===== config.mk =====
export PLATFORM = sky130hd
export DESIGN_NAME = prime_count_stream_flat
export DESIGN_NICKNAME = d
export VERILOG_FILES = /design/src/rtl/core/pcs_pkg.sv /design/src/rtl/core/pcs_if.sv /design/src/rtl/core/pcs_rem_serial.sv /design/src/rtl/core/pcs_trial_seq.sv /design/src/rtl/core/prime_count_stream.sv /design/src/flat_wrapper.sv
export VERILOG_INCLUDE_DIRS = /design/src /design/src/rtl/core
export SDC_FILE = /design/constraint.sdc
export NUM_CORES = 1
export LEC_CHECK = 0
export ABC_AREA = 1
export BUFFER_PORTS_ARGS = -buffer_cell sky130_fd_sc_hd__buf_2
export CORE_MARGIN = 10
export CORE_UTILIZATION = 60
export CTS_CLUSTER_SIZE = 20
export DETAILED_ROUTE_END_ITERATION = 7
export PLACE_DENSITY = 0.78
export SLEW_MARGIN = 40
export SYNTH_ARGS = -nofsm -noshare
export SYNTH_HDL_FRONTEND = slang
export SYNTH_SLANG_ARGS = --single-unit

===== constraint.sdc =====
create_clock -name clk -period 8 [get_ports clk]
set_input_delay 0.4 -clock clk [delete_from_list [all_inputs] [get_ports clk]]
set_output_delay 0.4 -clock clk [all_outputs]
set_load 0.03 [all_outputs]

===== src/rtl/core/prime_count_stream_macros.svh =====
// assertion macros for the prime count stream block
`ifndef PRIME_COUNT_STREAM_MACROS_SVH
`define PRIME_COUNT_STREAM_MACROS_SVH

// checked only while out of reset
`define PCS_ASSERT(lbl, prop, msg) \
  lbl: assert property (@(posedge clk) disable iff (!rst_n) prop) else $error(msg);

// checked at every edge, reset included
`define PCS_ASSERT_ALWAYS(lbl, prop, msg) \
  lbl: assert property (@(posedge clk) prop) else $error(msg);

`endif


===== src/rtl/core/pcs_pkg.sv =====
// shared constants and control types for the prime count stream block
package pcs_pkg;

  localparam int VALUE_WIDTH_DEF = 32;
  localparam int FIELD_W         = 32;
  localparam int COUNT_W         = 32;
  localparam int FIRST_PRIME     = 2;

  localparam logic [COUNT_W-1:0] COUNT_MAX = {COUNT_W{1'b1}};

  // tester control from the top level
  typedef struct packed {
    logic start;
    logic take;
  } tst_ctrl_t;

  // tester status to the top level
  typedef struct packed {
    logic idle;
    logic done;
    logic is_prime;
  } tst_stat_t;

  // remainder unit control and status
  typedef struct packed {
    logic start;
  } rem_ctrl_t;

  typedef struct packed {
    logic done;
    logic rem_zero;
  } rem_stat_t;

endpackage


===== src/rtl/core/pcs_if.sv =====
// valid/ready channel interfaces for the input and result streams
interface pcs_in_if;
  logic                          valid;
  logic                          ready;
  logic [pcs_pkg::FIELD_W-1:0]   value;
  logic                          last;

  modport source (output valid, value, last, input ready);
  modport sink (input valid, value, last, output ready);
endinterface

interface pcs_out_if;
  logic                          valid;
  logic                          ready;
  logic                          is_prime;
  logic [pcs_pkg::COUNT_W-1:0]   prime_count;
  logic                          end_of_list;

  modport source (output valid, is_prime, prime_count, end_of_list, input ready);
  modport sink (input valid, is_prime, prime_count, end_of_list, output ready);
endinterface


===== src/rtl/core/pcs_rem_serial.sv =====
// bit-serial restoring remainder unit, one dividend bit per cycle
module pcs_rem_serial #(
  parameter int TEST_W = pcs_pkg::VALUE_WIDTH_DEF
) (
  input  logic                clk,
  input  logic                rst_n,
  input  pcs_pkg::rem_ctrl_t  ctrl,
  input  logic [TEST_W-1:0]   dividend,
  input  logic [TEST_W-1:0]   divisor,
  output pcs_pkg::rem_stat_t  stat
);

  localparam int CNT_W = $clog2(TEST_W);

  logic [TEST_W-1:0] sh_r, sh_nxt;
  logic [TEST_W-1:0] rem_r, rem_nxt;
  logic [TEST_W-1:0] div_r, div_nxt;
  logic [CNT_W-1:0]  cnt_r, cnt_nxt;
  logic              busy_r, busy_nxt;
  logic              done_r, done_nxt;
  logic [TEST_W:0]   trial;
  logic [TEST_W:0]   diff;

  assign trial = {rem_r, sh_r[TEST_W-1]};
  assign diff  = trial - {1'b0, div_r};

  always_comb begin
    sh_nxt   = sh_r;
    rem_nxt  = rem_r;
    div_nxt  = div_r;
    cnt_nxt  = cnt_r;
    busy_nxt = busy_r;
    done_nxt = 1'b0;
    if (ctrl.start) begin
      sh_nxt   = dividend;
      div_nxt  = divisor;
      rem_nxt  = '0;
      cnt_nxt  = '0;
      busy_nxt = 1'b1;
    end else if (busy_r) begin
      sh_nxt  = {sh_r[TEST_W-2:0], 1'b0};
      // keep the trial value when the subtract borrows
      rem_nxt = diff[TEST_W] ? trial[TEST_W-1:0] : diff[TEST_W-1:0];
      cnt_nxt = cnt_r + CNT_W'(1);
      if (cnt_r == CNT_W'(TEST_W - 1)) begin
        busy_nxt = 1'b0;
        done_nxt = 1'b1;
      end
    end
  end

  always_ff @(posedge clk) begin
    if (!rst_n) begin
      busy_r <= 1'b0;
      done_r <= 1'b0;
      cnt_r  <= '0;
    end else begin
      busy_r <= busy_nxt;
      done_r <= done_nxt;
      cnt_r  <= cnt_nxt;
    end
    sh_r  <= sh_nxt;
    rem_r <= rem_nxt;
    div_r <= div_nxt;
  end

  assign stat.done     = done_r;
  assign stat.rem_zero = (rem_r == '0);

endmodule


===== src/rtl/core/pcs_trial_seq.sv =====
// trial divisor sequencer: odd divisors from 3 while the square stays in range
module pcs_trial_seq #(
  parameter int TEST_W = pcs_pkg::VALUE_WIDTH_DEF
) (
  input  logic                clk,
  input  logic                rst_n,
  input  pcs_pkg::tst_ctrl_t  ctrl,
  input  logic [TEST_W-1:0]   value,
  output pcs_pkg::tst_stat_t  stat
);

  localparam logic [1:0] ST_IDLE  = 2'd0;
  localparam logic [1:0] ST_CHECK = 2'd1;
  localparam logic [1:0] ST_DIV   = 2'd2;
  localparam logic [1:0] ST_DONE  = 2'd3;

  logic [1:0]        st_r, st_nxt;
  logic [TEST_W-1:0] n_r, n_nxt;
  logic [TEST_W-1:0] d_r, d_nxt;
  logic [TEST_W:0]   sq_r, sq_nxt;
  logic [TEST_W:0]   q_r, q_nxt;
  logic              prime_r, prime_nxt;

  pcs_pkg::rem_ctrl_t rem_ctrl;
  pcs_pkg::rem_stat_t rem_stat;

  pcs_rem_serial #(
    .TEST_W (TEST_W)
  ) u_rem (
    .clk      (clk),
    .rst_n    (rst_n),
    .ctrl     (rem_ctrl),
    .dividend (n_r),
    .divisor  (d_r),
    .stat     (rem_stat)
  );

  always_comb begin
    st_nxt         = st_r;
    n_nxt          = n_r;
    d_nxt          = d_r;
    sq_nxt         = sq_r;
    q_nxt          = q_r;
    prime_nxt      = prime_r;
    rem_ctrl.start = 1'b0;
    case (st_r)
      ST_IDLE: begin
        if (ctrl.start) begin
          n_nxt = value;
          d_nxt = TEST_W'(3);
          sq_nxt = (TEST_W + 1)'(9);
          q_nxt  = (TEST_W + 1)'(16);
          if (value < TEST_W'(pcs_pkg::FIRST_PRIME)) begin
            prime_nxt = 1'b0;
            st_nxt    = ST_DONE;
          end else if (value == TEST_W'(pcs_pkg::FIRST_PRIME)) begin
            prime_nxt = 1'b1;
            st_nxt    = ST_DONE;
          end else if (!value[0]) begin
            prime_nxt = 1'b0;
            st_nxt    = ST_DONE;
          end else begin
            st_nxt = ST_CHECK;
          end
        end
      end
      ST_CHECK: begin
        if (sq_r > {1'b0, n_r}) begin
          prime_nxt = 1'b1;
          st_nxt    = ST_DONE;
        end else begin
          rem_ctrl.start = 1'b1;
          st_nxt         = ST_DIV;
        end
      end
      ST_DIV: begin
        if (rem_stat.done) begin
          if (rem_stat.rem_zero) begin
            prime_nxt = 1'b0;
            st_nxt    = ST_DONE;
          end else begin
            // (d+2)^2 = d^2 + (4d+4), step of that term is 8
            d_nxt  = d_r + TEST_W'(2);
            sq_nxt = sq_r + q_r;
            q_nxt  = q_r + (TEST_W + 1)'(8);
            st_nxt = ST_CHECK;
          end
        end
      end
      ST_DONE: begin
        if (ctrl.take) begin
          st_nxt = ST_IDLE;
        end
      end
      default: begin
        st_nxt = ST_IDLE;
      end
    endcase
  end

  always_ff @(posedge clk) begin
    if (!rst_n) begin
      st_r <= ST_IDLE;
    end else begin
      st_r <= st_nxt;
    end
    n_r     <= n_nxt;
    d_r     <= d_nxt;
    sq_r    <= sq_nxt;
    q_r     <= q_nxt;
    prime_r <= prime_nxt;
  end

  assign stat.idle     = (st_r == ST_IDLE);
  assign stat.done     = (st_r == ST_DONE);
  assign stat.is_prime = prime_r;

endmodule


===== src/rtl/core/prime_count_stream.sv =====
// top level of the prime count stream block: handshakes, running count, result register
// Each accepted number is tested for primality by trial division and gives one
// result: the prime flag, the number of primes in the current list so far (this
// item included, saturating at all ones) and a copy of the last flag; the count
// returns to zero after the last item of a list. Only the low min(VALUE_WIDTH, 32)
// bits of the value are tested. The block works on one number at a time. Values
// below 3 and even values go from the idle state straight to the done state and
// reach the result register once it is free or draining. An odd value n is tried
// against odd divisors (3, 5, 7, ... up to the first divisor or up to the
// integer square root of n); each divisor takes a check state, a pass through the
// bit-serial remainder unit over all tested bits, one dividend bit per cycle,
// and a state that picks up its result. A 32-bit prime near the top of the range
// takes about 32767 divisors. A new number is taken as soon as the tester is free,
// even while the previous result still waits in the output register.
`include "prime_count_stream_macros.svh"

module prime_count_stream #(
  parameter int VALUE_WIDTH = pcs_pkg::VALUE_WIDTH_DEF
) (
  input logic       clk,
  input logic       rst_n,
  pcs_in_if.sink    in_ch,
  pcs_out_if.source out_ch
);

  // tested width: the field itself is 32 bits
  localparam int TEST_W = (VALUE_WIDTH < pcs_pkg::FIELD_W) ? VALUE_WIDTH : pcs_pkg::FIELD_W;

  pcs_pkg::tst_ctrl_t tst_ctrl;
  pcs_pkg::tst_stat_t tst_stat;

  logic                        in_xfer;
  logic                        take;
  logic [pcs_pkg::COUNT_W-1:0] count_r, count_nxt;
  logic [pcs_pkg::COUNT_W-1:0] count_new;
  logic                        last_r, last_nxt;
  logic                        out_valid_r, out_valid_nxt;
  logic                        out_prime_r, out_prime_nxt;
  logic [pcs_pkg::COUNT_W-1:0] out_count_r, out_count_nxt;
  logic                        out_last_r, out_last_nxt;

  // input side: ready whenever the tester is free
  assign in_ch.ready = tst_stat.idle;
  assign in_xfer     = in_ch.valid && in_ch.ready;

  // a finished test moves into the result register once it is free or draining
  assign take = tst_stat.done && (!out_valid_r || out_ch.ready);

  assign tst_ctrl.start = in_xfer;
  assign tst_ctrl.take  = take;

  pcs_trial_seq #(
    .TEST_W (TEST_W)
  ) u_seq (
    .clk   (clk),
    .rst_n (rst_n),
    .ctrl  (tst_ctrl),
    .value (in_ch.value[TEST_W-1:0]),
    .stat  (tst_stat)
  );

  // saturating count including the item being finished
  assign count_new = (tst_stat.is_prime && (count_r != pcs_pkg::COUNT_MAX))
                     ? count_r + pcs_pkg::COUNT_W'(1) : count_r;

  always_comb begin
    count_nxt     = count_r;
    last_nxt      = last_r;
    out_valid_nxt = out_valid_r;
    out_prime_nxt = out_prime_r;
    out_count_nxt = out_count_r;
    out_last_nxt  = out_last_r;
    if (in_xfer) begin
      last_nxt = in_ch.last;
    end
    if (out_valid_r && out_ch.ready) begin
      out_valid_nxt = 1'b0;
    end
    if (take) begin
      out_valid_nxt = 1'b1;
      out_prime_nxt = tst_stat.is_prime;
      out_count_nxt = count_new;
      out_last_nxt  = last_r;
      // end of list clears the count for the next list
      count_nxt     = last_r ? '0 : count_new;
    end
  end

  always_ff @(posedge clk) begin
    if (!rst_n) begin
      count_r     <= '0;
      out_valid_r <= 1'b0;
    end else begin
      count_r     <= count_nxt;
      out_valid_r <= out_valid_nxt;
    end
    last_r      <= last_nxt;
    out_prime_r <= out_prime_nxt;
    out_count_r <= out_count_nxt;
    out_last_r  <= out_last_nxt;
  end

  assign out_ch.valid       = out_valid_r;
  assign out_ch.is_prime    = out_prime_r;
  assign out_ch.prime_count = out_count_r;
  assign out_ch.end_of_list = out_last_r;

  // checks on the block's own bookkeeping
  `PCS_ASSERT(a_start_busy, in_xfer |=> !tst_stat.idle, "tester did not leave idle after a transfer")
  `PCS_ASSERT(a_last_clears, (take && last_r) |=> (count_r == '0), "count not cleared after end of list")
  `PCS_ASSERT(a_count_rises, (take && !last_r) |=> (count_r >= $past(count_r)), "running count fell within a list")
  `PCS_ASSERT(a_prime_counted, (out_ch.valid && out_ch.is_prime) |-> (out_ch.prime_count != '0), "prime result with zero count")
  `PCS_ASSERT_ALWAYS(a_rst_quiet, !rst_n |=> !out_ch.valid, "result valid straight after reset")

endmodule

===== src/flat_wrapper.sv =====
// flat-port wrapper written by rule: the top's interface ports become plain ports
module prime_count_stream_flat 
#(
  parameter int VALUE_WIDTH = pcs_pkg::VALUE_WIDTH_DEF
)
  (clk, rst_n, in_ch_valid, in_ch_value, in_ch_last, in_ch_ready, out_ch_valid, out_ch_is_prime, out_ch_prime_count, out_ch_end_of_list, out_ch_ready);
  pcs_in_if in_ch_i ();
  pcs_out_if out_ch_i ();
  input logic clk;
  input logic rst_n;
  input wire logic [$bits(in_ch_i.valid)-1:0] in_ch_valid;
  input wire logic [$bits(in_ch_i.value)-1:0] in_ch_value;
  input wire logic [$bits(in_ch_i.last)-1:0] in_ch_last;
  output wire logic [$bits(in_ch_i.ready)-1:0] in_ch_ready;
  output wire logic [$bits(out_ch_i.valid)-1:0] out_ch_valid;
  output wire logic [$bits(out_ch_i.is_prime)-1:0] out_ch_is_prime;
  output wire logic [$bits(out_ch_i.prime_count)-1:0] out_ch_prime_count;
  output wire logic [$bits(out_ch_i.end_of_list)-1:0] out_ch_end_of_list;
  input wire logic [$bits(out_ch_i.ready)-1:0] out_ch_ready;
  assign in_ch_i.valid = in_ch_valid;
  assign in_ch_i.value = in_ch_value;
  assign in_ch_i.last = in_ch_last;
  assign in_ch_ready = in_ch_i.ready;
  assign out_ch_valid = out_ch_i.valid;
  assign out_ch_is_prime = out_ch_i.is_prime;
  assign out_ch_prime_count = out_ch_i.prime_count;
  assign out_ch_end_of_list = out_ch_i.end_of_list;
  assign out_ch_i.ready = out_ch_ready;
  prime_count_stream #(.VALUE_WIDTH(VALUE_WIDTH)) u_core (.clk(clk), .rst_n(rst_n), .in_ch(in_ch_i), .out_ch(out_ch_i));
endmodule

==> results.tsv <==
metric	value	unit
rsz0062_at_grt	false	
crit_start	u_core.u_seq.st_r[0]$_SDFFE_PN0P_	
hold_start	in_ch_value[0]	
vdd_drop_max	277	uV
clk_path_buf_depth	3	
powerDensity	409	nW/um^2
core	30800	um^2
min_period	3.32	ns
synth_top_area_frac	0.353	
r2r-start	u_core.u_seq.st_r[0]$_SDFFE_PN0P_	
drc	0	
row_count	64	
dieArea	38900	um^2
yosysMostFrequentCell	nand2_1	
die_w	197	um
clkTransAtPathRegs	0.07	ns
totalWireLength	50.2	mm
floorplan.initialDensity	0.612	
yosysWarnings	0	
worstPathMaxFanout	69	
finalSetupViolations	0	
met1_usage	0.321	
cts_max_level	1	
grt_max_degree	106	
critPathLaunchType	flop	
ys_types	55	
viasPerCell	5.60	
critPathArrivalTime	3.54	ns
grt_pass1_vias	15939	
yosysTopAreaCell	edfxtp_1	
syn_avg_cell_area	7.70	um^2
drive_above_1_share	0.0932	
grt_pass1_wl	81.0	mm
cts_tree	done	
ios	73	
place.gp.congestion	0.988	
slew_violations	0	
synthCells	2451	
tns	0	ns
endpoint_kind	flop	
clk_latency	0.59	ns
clock_skew	0.0232	ns
critPathRequiredTime	8.22	ns
syn_area	18900	um^2
syn_to_final_growth	10.1	%
pre_cts_ws	4.57	ns
path_class	reg -> reg	
hp-class	in -> reg	
via_count	16509	
synth_edf_count	222	
detail_route.wl_per_cell	17.0	um
root_buffer	clkbuf_16	
cts.sinks	296	
finalWorstSetupSlack	4.68	ns
ys_async_sr_fraction	0	
power_leakage	9.21	nW
overflow	0	
timing.fmax	0.301	GHz
grt_util_all_layers	0.254	
antenna_found_initial	0	
initialDrtViolationCount	1434	
synthTopCellsByArea	edfxtp_1 35%, nand2_1 14%, dfxtp_1 7.9%	
ys_seq_elements	296	
met2_usage	0.445	
fin_nets	2665	
tightest_slew	0.812	ns
io_buffers	72	
yosys_most_used_dff	edfxtp_1	
synthTopCellsByCount	720 x nand2_1, 340 x inv_1, 222 x edfxtp_1	
maxCapViolCount	0	
use_met3	0.0284	
ant_nets	0	
seq_area_frac_synth	0.432	
synth_nets	2588	
dp_hpwl	37.9	mm
cts_made_buffers	31	
dr.pass1.iters	6	
die_h	197	um
hold_viol_final	0	
antenna_cells	0	
timing.slew.headroom	0.457	
status	complete, no violations	
finalCritPeriodShare	0.415	
top_usage_layer	met2	
==> per-layer routing <==
metal,wire length (um),vias up
li1,-,8187
met1,21400,7685
met2,24500,532
met3,2670,105
met4,1590,0
met5,0,-
==> cell usage in the layout, fill, tap and decap left out, types with 31 or more instances in the layout <==
| master | n |
|---|---|
| inv_1 | 338 |
| xor2_1 | 45 |
| nand2_1 | 720 |
| nand3_1 | 144 |
| o21ai_0 | 102 |
| nor3_1 | 51 |
| a21oi_1 | 155 |
| ha_1 | 98 |
| nand4_1 | 45 |
| edfxtp_1 | 222 |
| nor2_1 | 192 |
| dfxtp_1 | 74 |
| clkbuf_16 | 31 |
| buf_2 | 72 |
==> power breakdown <==
group | total, W | switching [W] | internal (W)
Clock | 0.00157 | 0.000631 | 0.000940
Sequential | 0.00290 | 0.000454 | 0.00245
Combinational | 0.00402 | 0.00281 | 0.00121
Total | 0.00850 | 0.00390 | 0.00460
==> layout make-up <==
cell class	instances	area, um^2
repair buffers	93	573
well taps	396	495
flip-flops and latches	296	8150
multi-input cells	1747	9100
inverters	359	1350
clock inverters	23	314
fillers	2601	10100
clock buffers	35	791
==> cells by family (layout without fill, tap and decap cells) <==
logic type	Yosys count	in the layout	share of synthesized area
compound gates	310	310	0.0890
xor+xnor	60	60	0.0283
fa+ha+maj	100	100	0.0671
buf+inv	408	510	0.0872
flops	296	296	0.432
simple gates	1277	1277	0.297
==> timing repair <==
action	CTS	global route
hold buffers	11	0
resized for setup	0	0
setup buffers	0	0
endpoints found under the hold margin	11	0
==> state kept, by name (all words and copies together), names as in the netlist, 2 cells and up <==
register / count
u_core.count_r: 32
u_core.u_seq.u_rem.div_r: 31
u_core.u_seq.sq_r: 30
u_core.out_ch.prime_count: 32
u_core.u_seq.n_r: 32
u_core.u_seq.u_rem.sh_r: 32
u_core.u_seq.u_rem.rem_r: 32
u_core.u_seq.q_r: 30
u_core.u_seq.st_r: 2
u_core.u_seq.u_rem.cnt_r: 5
u_core.u_seq.d_r: 31
==> final timing paths <==
check / endpoint / slack (ns) / cells after the start
setup reg to reg: u_core.u_seq.sq_r[32]$_SDFFCE_PN0P_ / 4.68 / 6
hold / removal: u_core.u_seq.n_r[0]$_DFFE_PP_ / 0.02 / 1
hold reg to reg: u_core.u_seq.u_rem.cnt_r[4]$_SDFFE_PP0P_ / 0.48 / 2
setup / recovery: u_core.u_seq.sq_r[32]$_SDFFCE_PN0P_ / 4.68 / 6
==> per-stage QoR <==
| stage | instance area [um^2] | util | power [W] | std cells | hold WS, ns |
|---|---|---|---|---|---|
| floorplan | 18900 | - | 0.00580 | 2451 | 0.427 |
| global placement | 19500 | 0.633 | 0.00674 | 2879 | 0.453 |
| detailed placement | 19600 | 0.634 | 0.00686 | 2880 | 0.458 |
| CTS | 20800 | 0.674 | 0.00846 | 2949 | 0.00354 |
| global route | 20800 | 0.674 | 0.00913 | 2949 | 0.00686 |
| finish | 20800 | 0.674 | 0.00850 | 2949 | 0.0177 |
==> worst max-delay path, stage by stage, from the launching register on <==
cell and delay (ns):
dfxtp_1 0.41, inv_1 0.12, ha_1 0.25, clkinv_2 0.50, o22ai_1 0.30, a21oi_4 0.70
buf_6 0.58
Note: power is estimated with default switching activity, not from simulation.
